==> config.mk <==
export PLATFORM = sky130hd
export DESIGN_NAME = alpha_over_blend_top
export DESIGN_NICKNAME = d
export VERILOG_FILES = /design/src/aob_pkg.sv /design/src/aob_prep.sv /design/src/aob_div_cell.sv /design/src/alpha_over_blend_top.sv
export SDC_FILE = /design/constraint.sdc
export NUM_CORES = 2
export LEC_CHECK = 0
export BUFFER_PORTS_ARGS = -buffer_cell sky130_fd_sc_hd__buf_2
export CAP_MARGIN = 20
export CORE_UTILIZATION = 35
export DETAILED_ROUTE_END_ITERATION = 10
export PLACE_DENSITY_LB_ADDON = 0.2
export SLEW_MARGIN = 40
export SYNTH_ARGS = -nofsm -noshare
export SYNTH_HDL_FRONTEND = slang
export SYNTH_SLANG_ARGS = --single-unit
==> constraint.sdc <==
create_clock -name clk_i -period 23.6 [get_ports clk_i]
set_input_delay 2.36 -clock clk_i [delete_from_list [all_inputs] [get_ports clk_i]]
set_output_delay 2.36 -clock clk_i [all_outputs]
set_load 0.01 [all_outputs]
==> src/aob_pkg.sv <==
// ----------------------------------------------------------------------------
// aob_pkg: shared types and constants of the alpha over blender
// Pixel and result beat structs, the divider lane word and its widths.
// ----------------------------------------------------------------------------
package aob_pkg;

  localparam int CH_W      = 8;
  localparam int CH_MAX    = 255;
  localparam int NUM_LANES = 4;
  localparam int COL_LANES = 3;
  localparam int ALPHA_LANE = 3;
  localparam int Q_W       = 8;
  localparam int NUM_CELLS = Q_W;
  localparam int REM_W     = 25;
  localparam int DIV_W     = 17;
  localparam int ALPHA_DIV = 2 * CH_MAX;

  typedef struct packed {
    logic [CH_W-1:0] front_red;
    logic [CH_W-1:0] front_green;
    logic [CH_W-1:0] front_blue;
    logic [CH_W-1:0] front_alpha;
    logic [CH_W-1:0] back_red;
    logic [CH_W-1:0] back_green;
    logic [CH_W-1:0] back_blue;
    logic [CH_W-1:0] back_alpha;
  } aob_pix_t;

  typedef struct packed {
    logic [CH_W-1:0] out_red;
    logic [CH_W-1:0] out_green;
    logic [CH_W-1:0] out_blue;
    logic [CH_W-1:0] out_alpha;
  } aob_res_t;

  // lanes 0..2 colour (divisor div), lane 3 alpha (divisor ALPHA_DIV)
  typedef struct packed {
    logic [NUM_LANES-1:0][REM_W-1:0] rem;
    logic [DIV_W-1:0]                div;
    logic [NUM_LANES-1:0][Q_W-1:0]   quo;
  } aob_div_t;

endpackage

==> src/aob_prep.sv <==
// ----------------------------------------------------------------------------
// aob_prep: weight and numerator stages
// Two registered stages: alpha weights, then per-channel numerators and the
// dividend/divisor pairs for the divider chain.
// ----------------------------------------------------------------------------
module aob_prep import aob_pkg::*; (
  input  logic     clk_i,
  input  logic     rst_ni,
  input  logic     in_valid_i,
  output logic     in_ready_o,
  input  aob_pix_t in_data_i,
  output logic     out_valid_o,
  input  logic     out_ready_i,
  output aob_div_t out_data_o
);

  typedef struct packed {
    logic [15:0]                     w;
    logic [15:0]                     fa255;
    logic [COL_LANES-1:0][CH_W-1:0]  front;
    logic [COL_LANES-1:0][CH_W-1:0]  back;
  } aob_mul_t;

  logic     s1_valid_q, s2_valid_q;
  logic     s1_en, s2_en;
  aob_mul_t s1_d, s1_q;
  aob_div_t s2_d, s2_q;
  logic [16:0] s_sum;
  logic [23:0] num [COL_LANES];

  assign s2_en      = !s2_valid_q || out_ready_i;
  assign s1_en      = !s1_valid_q || s2_en;
  assign in_ready_o = s1_en;

  always_comb begin
    s1_d.w        = 16'(in_data_i.back_alpha) *
                    (16'(CH_MAX) - 16'(in_data_i.front_alpha));
    s1_d.fa255    = 16'(in_data_i.front_alpha) * 16'(CH_MAX);
    s1_d.front[0] = in_data_i.front_red;
    s1_d.front[1] = in_data_i.front_green;
    s1_d.front[2] = in_data_i.front_blue;
    s1_d.back[0]  = in_data_i.back_red;
    s1_d.back[1]  = in_data_i.back_green;
    s1_d.back[2]  = in_data_i.back_blue;
  end

  assign s_sum = {1'b0, s1_q.w} + {1'b0, s1_q.fa255};

  always_comb begin
    for (int l = 0; l < COL_LANES; l++) begin
      num[l] = 24'(s1_q.back[l]) * 24'(s1_q.w) + 24'(s1_q.front[l]) * 24'(s1_q.fa255);
    end
  end

  always_comb begin
    s2_d = '0;
    for (int l = 0; l < COL_LANES; l++) begin
      s2_d.rem[l] = {num[l], 1'b0} + REM_W'(s_sum);
    end
    s2_d.rem[ALPHA_LANE] = REM_W'({s_sum, 1'b0}) + REM_W'(CH_MAX);
    // fully transparent pair: all-ones divisor against a zero dividend gives 0
    s2_d.div = (s_sum == '0) ? '1 : {s_sum[DIV_W-2:0], 1'b0};
  end

  always_ff @(posedge clk_i or negedge rst_ni) begin
    if (!rst_ni) begin
      s1_valid_q <= 1'b0;
      s2_valid_q <= 1'b0;
    end else begin
      if (s1_en) s1_valid_q <= in_valid_i;
      if (s2_en) s2_valid_q <= s1_valid_q;
    end
  end

  always_ff @(posedge clk_i) begin
    if (s1_en && in_valid_i) s1_q <= s1_d;
    if (s2_en && s1_valid_q) s2_q <= s2_d;
  end

  assign out_valid_o = s2_valid_q;
  assign out_data_o  = s2_q;

endmodule

==> src/aob_div_cell.sv <==
// ----------------------------------------------------------------------------
// aob_div_cell: one restoring division cell
// Resolves one quotient bit for every lane and hands the partial remainder on.
// ----------------------------------------------------------------------------
module aob_div_cell import aob_pkg::*; #(
  parameter int BIT = 0
) (
  input  logic     clk_i,
  input  logic     rst_ni,
  input  logic     in_valid_i,
  output logic     in_ready_o,
  input  aob_div_t in_data_i,
  output logic     out_valid_o,
  input  logic     out_ready_i,
  output aob_div_t out_data_o
);

  logic                 valid_q;
  logic                 en;
  aob_div_t             data_d, data_q;
  logic [REM_W-1:0]     sh [NUM_LANES];
  logic [NUM_LANES-1:0] ge;

  assign en         = !valid_q || out_ready_i;
  assign in_ready_o = en;

  for (genvar l = 0; l < NUM_LANES; l++) begin : g_lane
    if (l == ALPHA_LANE) begin : g_alpha
      assign sh[l] = REM_W'(ALPHA_DIV) << BIT;
    end else begin : g_col
      assign sh[l] = REM_W'(in_data_i.div) << BIT;
    end
    assign ge[l] = in_data_i.rem[l] >= sh[l];
  end

  always_comb begin
    data_d = in_data_i;
    for (int l = 0; l < NUM_LANES; l++) begin
      if (ge[l]) data_d.rem[l] = in_data_i.rem[l] - sh[l];
      data_d.quo[l] = {in_data_i.quo[l][Q_W-2:0], ge[l]};
    end
  end

  always_ff @(posedge clk_i or negedge rst_ni) begin
    if (!rst_ni) begin
      valid_q <= 1'b0;
    end else if (en) begin
      valid_q <= in_valid_i;
    end
  end

  always_ff @(posedge clk_i) begin
    if (en && in_valid_i) data_q <= data_d;
  end

  assign out_valid_o = valid_q;
  assign out_data_o  = data_q;

endmodule

==> src/alpha_over_blend_top.sv <==
// ----------------------------------------------------------------------------
// alpha_over_blend_top: straight-alpha "over" compositor
// Front pixel over back pixel, rounded to nearest, one pixel beat per cycle unless stalled.
// ----------------------------------------------------------------------------
// Takes one pixel beat every cycle unless stalled and returns one result beat
// per pixel, in order, through two multiply stages and a chain of eight division
// cells, each resolving one quotient bit of all four channels; the last cell
// is the output register. Every stage stalls on its own, so gaps in the
// stream close up while a result waits and input stays open until every
// stage is full. A fully transparent pair gives an all-zero result.
module alpha_over_blend_top import aob_pkg::*; (
  input  logic     clk_i,
  input  logic     rst_ni,
  input  logic     in_valid_i,
  output logic     in_ready_o,
  input  aob_pix_t in_data_i,
  output logic     out_valid_o,
  input  logic     out_ready_i,
  output aob_res_t out_data_o
);

  logic     c_valid [NUM_CELLS+1];
  logic     c_ready [NUM_CELLS+1];
  aob_div_t c_data  [NUM_CELLS+1];

  aob_prep u_prep (
    .clk_i       (clk_i),
    .rst_ni      (rst_ni),
    .in_valid_i  (in_valid_i),
    .in_ready_o  (in_ready_o),
    .in_data_i   (in_data_i),
    .out_valid_o (c_valid[0]),
    .out_ready_i (c_ready[0]),
    .out_data_o  (c_data[0])
  );

  for (genvar k = 0; k < NUM_CELLS; k++) begin : g_cell
    aob_div_cell #(
      .BIT (NUM_CELLS - 1 - k)
    ) u_cell (
      .clk_i       (clk_i),
      .rst_ni      (rst_ni),
      .in_valid_i  (c_valid[k]),
      .in_ready_o  (c_ready[k]),
      .in_data_i   (c_data[k]),
      .out_valid_o (c_valid[k+1]),
      .out_ready_i (c_ready[k+1]),
      .out_data_o  (c_data[k+1])
    );
  end

  assign c_ready[NUM_CELLS] = out_ready_i;
  assign out_valid_o        = c_valid[NUM_CELLS];

  assign out_data_o.out_red   = c_data[NUM_CELLS].quo[0];
  assign out_data_o.out_green = c_data[NUM_CELLS].quo[1];
  assign out_data_o.out_blue  = c_data[NUM_CELLS].quo[2];
  assign out_data_o.out_alpha = c_data[NUM_CELLS].quo[ALPHA_LANE];

  // input only blocks when the whole pipe is full behind a stalled result
  assert property (@(posedge clk_i) disable iff (!rst_ni)
    !in_ready_o |-> (out_valid_o && !out_ready_i))
    else $error("input stalled while output side free");

  // divisor handed to the chain is never zero
  assert property (@(posedge clk_i) disable iff (!rst_ni)
    c_valid[0] |-> (c_data[0].div != '0))
    else $error("zero divisor entered division chain");

  // final remainders below their divisors: quotient fully resolved
  assert property (@(posedge clk_i) disable iff (!rst_ni)
    out_valid_o |-> (c_data[NUM_CELLS].rem[0] < REM_W'(c_data[NUM_CELLS].div) &&
                     c_data[NUM_CELLS].rem[1] < REM_W'(c_data[NUM_CELLS].div) &&
                     c_data[NUM_CELLS].rem[2] < REM_W'(c_data[NUM_CELLS].div) &&
                     c_data[NUM_CELLS].rem[ALPHA_LANE] < REM_W'(ALPHA_DIV)))
    else $error("division remainder out of range");

endmodule
# After elaboration in Yosys (flattened, before gate mapping)

Cells that the tools add are included.

$add $sub $neg: 37
$mul: 8
Divide/modulo/power cells: 0
$lt $le $gt $ge: 32
Equality and inequality tests: 0
Shift operators: 0
Multiplexer cells: 29
Bitwise gates (word level): 0
Reductions and logical operators: 31

Operators with widths:

| operator               | count |
|---|---|
| $mux W25               | 28 |
| $mul A8 B16 Y24        | 6 |
| $add A25 B17 Y25       | 3 |
| $ge A25 B17 Y1         | 3 |
| $ge A25 B18 Y1         | 3 |
| $ge A25 B19 Y1         | 3 |
| $ge A25 B20 Y1         | 3 |
| $ge A25 B21 Y1         | 3 |
| $ge A25 B22 Y1         | 3 |
| $ge A25 B23 Y1         | 3 |
| $ge A25 B24 Y1         | 3 |
| $sub A25 B18 Y25       | 3 |
| $sub A25 B19 Y25       | 3 |
| $sub A25 B20 Y25       | 3 |
| $sub A25 B21 Y25       | 3 |
| $sub A25 B22 Y25       | 3 |
| $sub A25 B23 Y25       | 3 |
| $sub A25 B24 Y25       | 3 |
| $add A24 B24 Y24       | 3 |
| $ge A25 B10 Y1 const B | 1 |
| $ge A25 B11 Y1 const B | 1 |
| $ge A25 B12 Y1 const B | 1 |
| $ge A25 B13 Y1 const B | 1 |
| $ge A25 B14 Y1 const B | 1 |
| 20 further kinds       | 47 |

Bits in registers: 1170
Latch bits: 0
Bits in writable memories: 0
ROM bits: 0
Output and inout port bits: 34
Word-level logic and storage cells: 228
Memories kept: 0

# Longest topological paths before layout

Depth after elaboration: 12
Depth in mapped cells: 32
Mapped depth without buffers: 31

# Hierarchy

From an unflattened synthesis, not the netlist that was laid out.

Cell total of the unflattened synthesis: 10060
Area, all modules: 105892.8 µm²

Modules (own cells, without submodules):

| module                          | times used | cells each | area an instance (µm²) |
|---|---|---|---|
| aob_prep                        | 1          | 3941       | 37434.7 |
| aob_div_cell (g_cell[7].u_cell) | 1          | 825        | 8981.1 |
| aob_div_cell (g_cell[6].u_cell) | 1          | 793        | 8765.9 |
| aob_div_cell (g_cell[4].u_cell) | 1          | 792        | 8694.6 |
| aob_div_cell (g_cell[5].u_cell) | 1          | 764        | 8630.8 |
| aob_div_cell (g_cell[3].u_cell) | 1          | 751        | 8486.9 |
| aob_div_cell (g_cell[1].u_cell) | 1          | 745        | 8356.8 |
| aob_div_cell (g_cell[0].u_cell) | 1          | 731        | 8299.2 |
| aob_div_cell (g_cell[2].u_cell) | 1          | 718        | 8242.9 |

# Worst setup path after synthesis

OpenSTA, ideal clock, no wires.

Path kind: input port to flip-flop
From: in out_ready_i
To: reg g_cell[5].u_cell.data_q (netlist bit g_cell[5].u_cell.out_data_o[0]) (enable)
Library setup time: 718 ps
Arrival time: 9306 ps
Required time: 22882 ps
Path slack: 13576 ps
Stages: 2
Cell sequence: nor2b_1 a31oi_1

Cells in the longest elaborated chain, start to end: 4

RTL lines:

| element                          | RTL line                   | source |
|---|---|---|
| from (decl)                      | alpha_over_blend_top.sv:18 | `input logic out_ready_i,` |
| $logic_or A1 B1 Y1 (3 in series) | aob_div_cell.sv:24         | `assign en = !valid_q \|\| out_ready_i;` |
| $logic_and A1 B1 Y1              | aob_div_cell.sv:53         | `if (en && in_valid_i) data_q <= data_d;` |
| to (signal assigned)             | aob_div_cell.sv:53         |  |
| to (decl)                        | aob_div_cell.sv:20         | `aob_div_t data_d, data_q;` |

Every way passes these cells.
A chain may end at the register's enable or synchronous reset.

==> summary.txt <==
Status
  – Outcome: finished, final reports clean

Synth
  – Post-synth EDFFs: ~1100
  – Ys flop type: edfxtp_1
  – Mapped cell area: 91900 µm²
  – Avg Inst Size Synth: 10.5 µm²
  – YS warnings: 0
  – Fraction of registers with async set/reset: less than 1%
  – Flops & latches, synth: 1140
  – Post-Synthesis Cells: 8751
  – Seq/Total Area, Yosys: a little under two fifths
  – Distinct cell type count after synthesis: 111

Clocking
  – Clock Root Buffer: clkbuf_16
  – Clk Latency, worst-skew pair: 810 ps
  – H-tree depth: 4
  – Sink Count: 1140
  – Postcts setup bufs: 0
  – Clk pin slew, worst setup/hold paths: about 60 ps
  – CTS tree: yes
  – Post-CTS Hold Buffers: 0
  – Post_cts resized: 0
  – Num CTS Buffers: 140
  – Max Root-Sink Buffers: 3

Routing
  – Via Count: between 60000 and 70000
  – DRC errors left: 0
  – Antenna Nets Post-Route: 0
  – First drt pass iteration count: 6
  – Vias per inst: 4.98
  – Drt wl/cell: slightly below 20 µm
  – Detailed Route Iter0 Violations: 3196
  – WL final: between 200 and 250 mm

Timing
  – Tmin final: slightly above 8000 ps
  – Slew Limit Fails: 0
  – Final setup fails: 0
  – Final hold vios: 0
  – Tcrit/Tclk final: approximately a third
  – Skew final: about 56 ps
  – Setup TNS: 0 ps
  – Maximum clock frequency: ~120 MHz
  – Relative slew slack: ~40%
  – Worst-margin pin slew: 886 ps
  – RSZ-0062 raised after global routing: false

Die
  – Die X: 514 µm
  – FP Rows: between 150 and 200
  – Die area: 265000 µm²
  – I/O Pins: approximately 100
  – Die Y: 514 µm
  – Core area: 260000 µm²
  – Starting Density: a little over a third

Worst setup path
  – Maximum fanout along the worst path: 13
  – Setup CP Type: flip-flop to flip-flop
  – Worst setup EP type: flip-flop
  – Startpoint types: flip-flop
  – Critical path arrival: 8680 ps
  – Worst R2R Path Depth: 27
  – Worst Path Required: 24120 ps

Layout
  – Post-layout instance area: just over 100000 µm²
  – Final #Nets: 10391
  – Filler cell count: 25490
  – Non-Filler Instances: around 12000
  – Share of cells above drive strength 1: approximately 6.5%
  – Area Growth Syn to Fin: 10.1%

Global routing
  – Total grt overflow: 0
  – Initial antenna violation count: 1
  – Vias in the first global route: between 60000 and 70000
  – Gr usage total: between 10% and 20%
  – Largest net degree at the start of global routing: between 70 and 80
  – First-pass GRT wire length: about 380 mm

Placement
  – Port bufs: roughly 100
  – Post-detail-place hpwl: roughly 200 mm
  – Placed insts: 12198
  – RePlAce Congestion: 0.909
  – Post-Place Cell Area: between 90000 and 100000 µm²

Hold path
  – Hold crit path type: flip-flop to flip-flop
  – Worst Hold Depth: 0

Run
  – Max-cap violations: 0
[placed cells by master, fill, tap and decap left out, types with 65 or more instances in the layout]
master and count:
a21o_1 216, a21oi_1 480, and2_1 338, buf_2 101, buf_4 67, clkbuf_16 140, edfxtp_1 1130, fa_1 715
ha_1 763, inv_1 1203, mux2_2 84, nand2_1 878, nand2b_1 113, nand3_1 122, nand4_1 71, nor2_1 415
nor2b_1 141, nor3_1 136, nor4_1 88, o21a_1 65, o21ai_0 267, xnor2_1 351, xor2_1 250
[cell type report]
cell class                 count  area, µm²  area share [%]
multi-input combinational   6172      52300            51.7
sequential                  1140      34200            33.8
inverter                    1208       4530            4.48
tap                         3496       4370            4.32
clock buffer                 168       3610            3.57
timing repair buffer         183       1190            1.18
clock inverter                79        965           0.954
antenna                        1       2.50         0.00247
[state kept, by name, summed over array words and instances, names as in the netlist]
register,count
u_prep.out_data_o,108
g_cell.u_cell.out_valid_o,8
u_prep.s1_valid_q,1
u_prep.s1_q,80
g_cell.u_cell.out_data_o,942
u_prep.out_valid_o,1
[worst max-delay path: stages (launching register included)]
cell,delay (ps)
edfxtp_1,700
buf_6,260
nand2_1,100
fa_1,570
inv_1,60
fa_1,560
fa_1,430
fa_1,460
fa_1,490
inv_1,50
fa_1,470
inv_1,40
ha_1,320
a21oi_1,220
o21ai_0,180
a41oi_2,500
xnor2_1,140
ha_1,400
and3_1,220
and3_1,180
nand3_1,80
o211ai_1,120
a21o_1,160
and4_1,240
o31ai_2,110
nor4_4,370
nand3_2,110
xnor3_1,360
[per-layer routing]
layer	GRT usage [%]	share of wire, %	up-vias
met3	2.11	3.1	416
li1	-	-	29966
met2	33.4	50	1182
met5	0	0	-
met1	21.8	41	30412
met4	8.69	5.1	0
[logic make-up (layout without fill, tap and decap cells)]
group           Yosys count  count (layout)  synth area share [%]
simple gates           2529            2529                  13.6
xor+xnor                607             607                  5.83
fa+ha+maj              1478            1478                  26.0
flops                  1140            1140                  37.2
mux                     114             114                  1.36
buf+inv                1441            1638                  6.07
compound gates         1441            1441                  9.93
other cells               1               4               0.00408
[cells in the mapped netlist, types with 11 or more instances]
master,instances,share of area [%]
xor2_1,250,2.4
fa_1,715,16
nor4_1,90,0.61
a31oi_1,28,0.19
buf_4,33,0.27
or3_1,36,0.25
or2_2,25,0.17
buf_2,29,0.16
nor2_1,415,1.7
and4_1,14,0.13
nor2b_1,144,0.98
nand4_1,71,0.48
o21ai_0,268,1.5
nor3_1,136,0.74
nor4b_1,17,0.16
ha_1,763,10
mux2i_1,26,0.28
a21o_1,216,1.8
edfxtp_1,1130,37
and2_1,344,2.3
or4_1,15,0.12
o21ai_1,46,0.25
a211oi_1,28,0.23
inv_1,1203,4.9
o21a_1,65,0.53
o21bai_1,44,0.36
nor3b_1,11,0.090
o31ai_1,36,0.29
nand3_1,122,0.66
a21oi_1,483,2.6
a21oi_2,12,0.11
o2111ai_1,13,0.12
nand4b_1,15,0.14
and3_1,49,0.33
mux2_2,84,1.0
a21boi_0,40,0.33
nand2_1,879,3.6
o211ai_1,28,0.23
clkbuf_1,169,0.69
a21boi_1,11,0.090
xnor2_1,353,3.4
nand2b_1,114,0.78
[through the flow]
stage,util (%),setup slack [ps],hold slack (ps)
floorplan,-,13580,400
global placement,37.1,15320,403
detailed placement,37.1,15450,405
CTS,38.9,15420,389
global route,38.9,15090,397
finish,38.9,15440,390
[worst paths after layout]
| check | slack [ps] | end | from |
|---|---|---|---|
| worst max-delay path | 15440 | u_prep.out_data_o[123]$_DFFE_PP_ | u_prep.s1_q[54]$_DFFE_PP_ |
| worst min-delay path | 390 | g_cell[0].u_cell.out_data_o[128]$_DFFE_PP_ | u_prep.out_data_o[128]$_DFFE_PP_ |
| worst max register to register | 15440 | u_prep.out_data_o[123]$_DFFE_PP_ | u_prep.s1_q[54]$_DFFE_PP_ |
| worst min register to register | 390 | g_cell[0].u_cell.out_data_o[128]$_DFFE_PP_ | u_prep.out_data_o[128]$_DFFE_PP_ |
| max in group asynchronous | 21940 | g_cell[1].u_cell.out_valid_o$_DFFE_PN0P_ | rst_ni |
| min in group asynchronous | 1420 | g_cell[2].u_cell.out_valid_o$_DFFE_PN0P_ | rst_ni |
Power is not shown: default switching activity piles up to over one toggle a cycle in this logic, so the estimate is an artifact.
